$ cat config.mk
export PLATFORM = sky130hd
export DESIGN_NAME = mar_area_mul
export DESIGN_NICKNAME = d
export VERILOG_FILES = /design/src/sv/mar_pkg.sv /design/src/sv/mar_area_mul.sv
export SDC_FILE = /design/constraint.sdc
export NUM_CORES = 1
export LEC_CHECK = 0
export ABC_CLOCK_PERIOD_IN_PS = 15900
export BUFFER_PORTS_ARGS = -buffer_cell sky130_fd_sc_hd__clkbuf_2
export CAP_MARGIN = 25
export CORE_UTILIZATION = 64
export DETAILED_ROUTE_END_ITERATION = 10
export GPL_ROUTABILITY_DRIVEN = 0
export PLACE_DENSITY_LB_ADDON = 0.15
export RECOVER_POWER = 100
export SYNTH_ARGS = -nofsm -noshare
export SYNTH_HDL_FRONTEND = slang
export SYNTH_SLANG_ARGS = --single-unit
$ cat constraint.sdc
create_clock -name clk_i -period 15.9 [get_ports clk_i]
set_clock_uncertainty 0.15 [all_clocks]
set_input_delay 4.77 -clock clk_i [delete_from_list [all_inputs] [get_ports clk_i]]
set_output_delay 4.77 -clock clk_i [all_outputs]
set_load 0.05 [all_outputs]
$ cat src/sv/mar_pkg.sv
// Package for the minimum-area rectangle finder: sizes, point and beat types.
// Used by mar_area_mul and min_area_axis_rectangle; no dependencies.
package mar_pkg;

  localparam int unsigned MAX_POINTS = 512;
  localparam int unsigned COORD_BITS = 16;
  localparam int unsigned AREA_BITS  = 2 * COORD_BITS;
  localparam int unsigned IDX_W      = $clog2(MAX_POINTS);
  localparam int unsigned CNT_W      = IDX_W + 1;

  typedef struct packed {
    logic [COORD_BITS-1:0] x;
    logic [COORD_BITS-1:0] y;
  } point_t;

  typedef struct packed {
    logic [15:0] point_x;
    logic [15:0] point_y;
    logic        last_point;
  } in_beat_t;

  typedef struct packed {
    logic [31:0] min_area;
    logic        overflowed;
  } out_beat_t;

endpackage

$ cat src/sv/mar_area_mul.sv
// Registered area unit: |dx| * |dy| of two opposite corners.
// Depends on mar_pkg (point_t, COORD_BITS, AREA_BITS).
module mar_area_mul (
  input  logic                       clk_i,
  input  mar_pkg::point_t            a_i,
  input  mar_pkg::point_t            b_i,
  output logic [mar_pkg::AREA_BITS-1:0] area_o
);
  import mar_pkg::*;

  logic [COORD_BITS-1:0] dx;
  logic [COORD_BITS-1:0] dy;
  logic [AREA_BITS-1:0]  area_q;

  assign dx = (a_i.x > b_i.x) ? (a_i.x - b_i.x) : (b_i.x - a_i.x);
  assign dy = (a_i.y > b_i.y) ? (a_i.y - b_i.y) : (b_i.y - a_i.y);

  always_ff @(posedge clk_i) begin
    area_q <= AREA_BITS'(dx) * AREA_BITS'(dy);
  end

  assign area_o = area_q;

endmodule
==> flow_summary.yaml <==
critical_path:
  cp.required_ns: 15.98
  crit_path_end_kind: "flop"
  crit_slowest_cell: "nor2_1"
  path_max_fanout: 15
  cp_slowest_stage_delay_ns: 1.10
  crit_path_start_kind: "primary input"
  path_class: "primary input to flop"
  critPathMostFrequentCell: "fa_1"
  worstPathArrival_ns: 14.55
routing:
  drt-initial-drc-count: 605
  drt-wirelength-per-cell_um: 17.2
  vias: 10600
  drt_wl_total_mm: 31.2
  dr.pass1.iters: 5
  vias_per_cell: 5.82
  drc: 0
  ant_nets: 0
placement:
  io_buffers: 96
  dp_hpwl_mm: 25.8
  dp_cells: 1807
min_path:
  hold_class: "primary input to flop"
  holdPathStages: 3
  min_to: "area_o[0]"
  hp-start: "b_i[16]"
sta:
  maxSlewHeadroom: 0.0159
  setup_viol_count_final: 0
  finalCriticalPeriod_ns: 14.47
  tightest_slew_ns: 1.47
  final-max-slew-violation-count: 0
  hold_viol: 0
  finalSetupTns_ns: 0
  fmax_mhz: 69.1
  rsz0062_at_grt: "no"
  fin_crit_sh: 0.910
cells_and_area:
  drive_above_1_share: 0.0862
  syn2layout_area_growth_pct: 6.99
  num_antenna_cells: 0
  final_cells: 1815
  fillerInstances: 1569
  largest_register_ffs: 32
  final_nets: 1983
grt:
  grt_max_degree: 18
  grt_pass1_wl_mm: 50.9
  antenna_found_initial: 0
  grt_pass1_vias: 10600
  overflow: 0
  grt_usage: 0.322
synthesis:
  netlist.area_leader.share: 0.315
  synthesis.instances: 1478
  ys_seq_area_frac: 0.0510
  synthFlopType: "dfxtp_1"
  yosys_warnings: 0
  synth_cell_types: 73
  synth-async-reset-ratio: 0
  synth_area_um2: 12600
  netlist_top_cells_count: "inv_1 (296), fa_1 (198), ha_1 (166)"
  yosysTopAreaCell: "fa_1"
  ys_seq_elements: 32
  yosys-top-cells-area: "fa_1 (32%), ha_1 (17%), inv_1 (8.8%), dfxtp_1 (5.1%), nand2_1 (4.1%)"
  syn_area_per_cell_um2: 8.50
  synth_most_common_cell: "inv_1"
  synth_fp_nets: 1907
  synth_edf_count: 0
die:
  io_pins: 97
  die_height_um: 142
  core_um2: 19000
  start_util: 0.663
  rows: 50
  die_w_um: 142
  die-area_um2: 20200
clock_tree:
  numClockSinks: 32
  clockRootBuffer: "clkbuf_16"
  numCtsBuffers: 5
  clkTransAtPathRegs_ns: 0.07
  cts_max_level: 2
  cts_tree: "done"
  clock_path_buffers: 2
  cts_hold_buf: 0
  cts_resized: 0
  postCtsSetupRepairBufs: 0
job:
  maxCapViolCount: 1
outcome:
  failed_checks: "capacitance limit"
  run_status: "complete, but fails checks"
-- layout by cell type, fill, tap and decap left out, types with 18 or more instances in the layout --
cell      count
a21o_1       48
buf_4        24
nor2_1       81
nor3_1       20
and2_1       47
dfxtp_1      32
clkbuf_1     35
o21ai_0      39
inv_1       296
nand2b_1     19
ha_1        166
fa_1        198
xnor2_1      37
and3_1       18
clkbuf_2     62
nand3_1      28
mux2i_1      21
a21oi_1      62
nand2_1     136
-- per-stage QoR --
step                      hold WS [ns]  utilization  worst slack, ns  area (um2)
final                             5.06        0.709             1.43       13400
after global routing              5.10        0.709            0.909       13400
after CTS                         5.05        0.713             2.03       13500
after detailed placement          5.12        0.705             1.70       13400
after global placement            5.12        0.705             2.01       13400
after floorplan                   5.06            -             3.08       12600
-- worst max path at each step --
stage	slack [ns]	endpoint	from
detailed placement	1.70	area_o[29]	a_i[27]
global placement	2.01	area_o[29]	a_i[26]
global route	0.91	area_o[29]	a_i[9]
CTS	2.03	area_o[29]	a_i[27]
finish	1.43	area_o[29]	a_i[0]
floorplan	3.08	area_o[29]	a_i[25]
-- final cells by class --
class	instances	area [um2]	share of cell area
timing repair buffer	121	622	0.0462
inverter	296	1110	0.0826
clock inverter	3	23.8	0.00177
sequential	32	641	0.0476
clock buffer	5	125	0.00931
tap	260	325	0.0242
multi-input combinational	1098	10600	0.788
-- cell families (layout without fill, tap and decap cells) --
kind of cell | after synthesis | in the layout | share of synthesized area
fa+ha+maj | 364 | 364 | 0.481
flops | 32 | 32 | 0.0510
buf+inv | 348 | 425 | 0.108
mux | 27 | 27 | 0.0224
simple gates | 409 | 409 | 0.164
xor+xnor | 63 | 63 | 0.0463
compound gates | 235 | 235 | 0.127
-- worst max-delay path, delay by kind of cell --
kind                       cells  cell delay [ns]
buffers and inverters          8             0.90
and+or+nand+nor                3             1.57
AOI/OAI and AO/OA             10             3.05
adders and majority gates      9             3.51
muxes                          1             0.40
xor gates and xnor gates       2             0.33
-- per-layer routing --
| layer | up-vias | global-route usage | wire, um |
|---|---|---|---|
| met5 | - | 0 | 0 |
| met4 | 0 | 0.126 | 1170 |
| met3 | 94 | 0.0535 | 2670 |
| met2 | 496 | 0.570 | 15800 |
| met1 | 5123 | 0.390 | 11500 |
| li1 | 4855 | - | - |
Power is left out: the tool's default activity adds up to more than one toggle a clock period on the data nets, which glitch-free logic cannot reach.
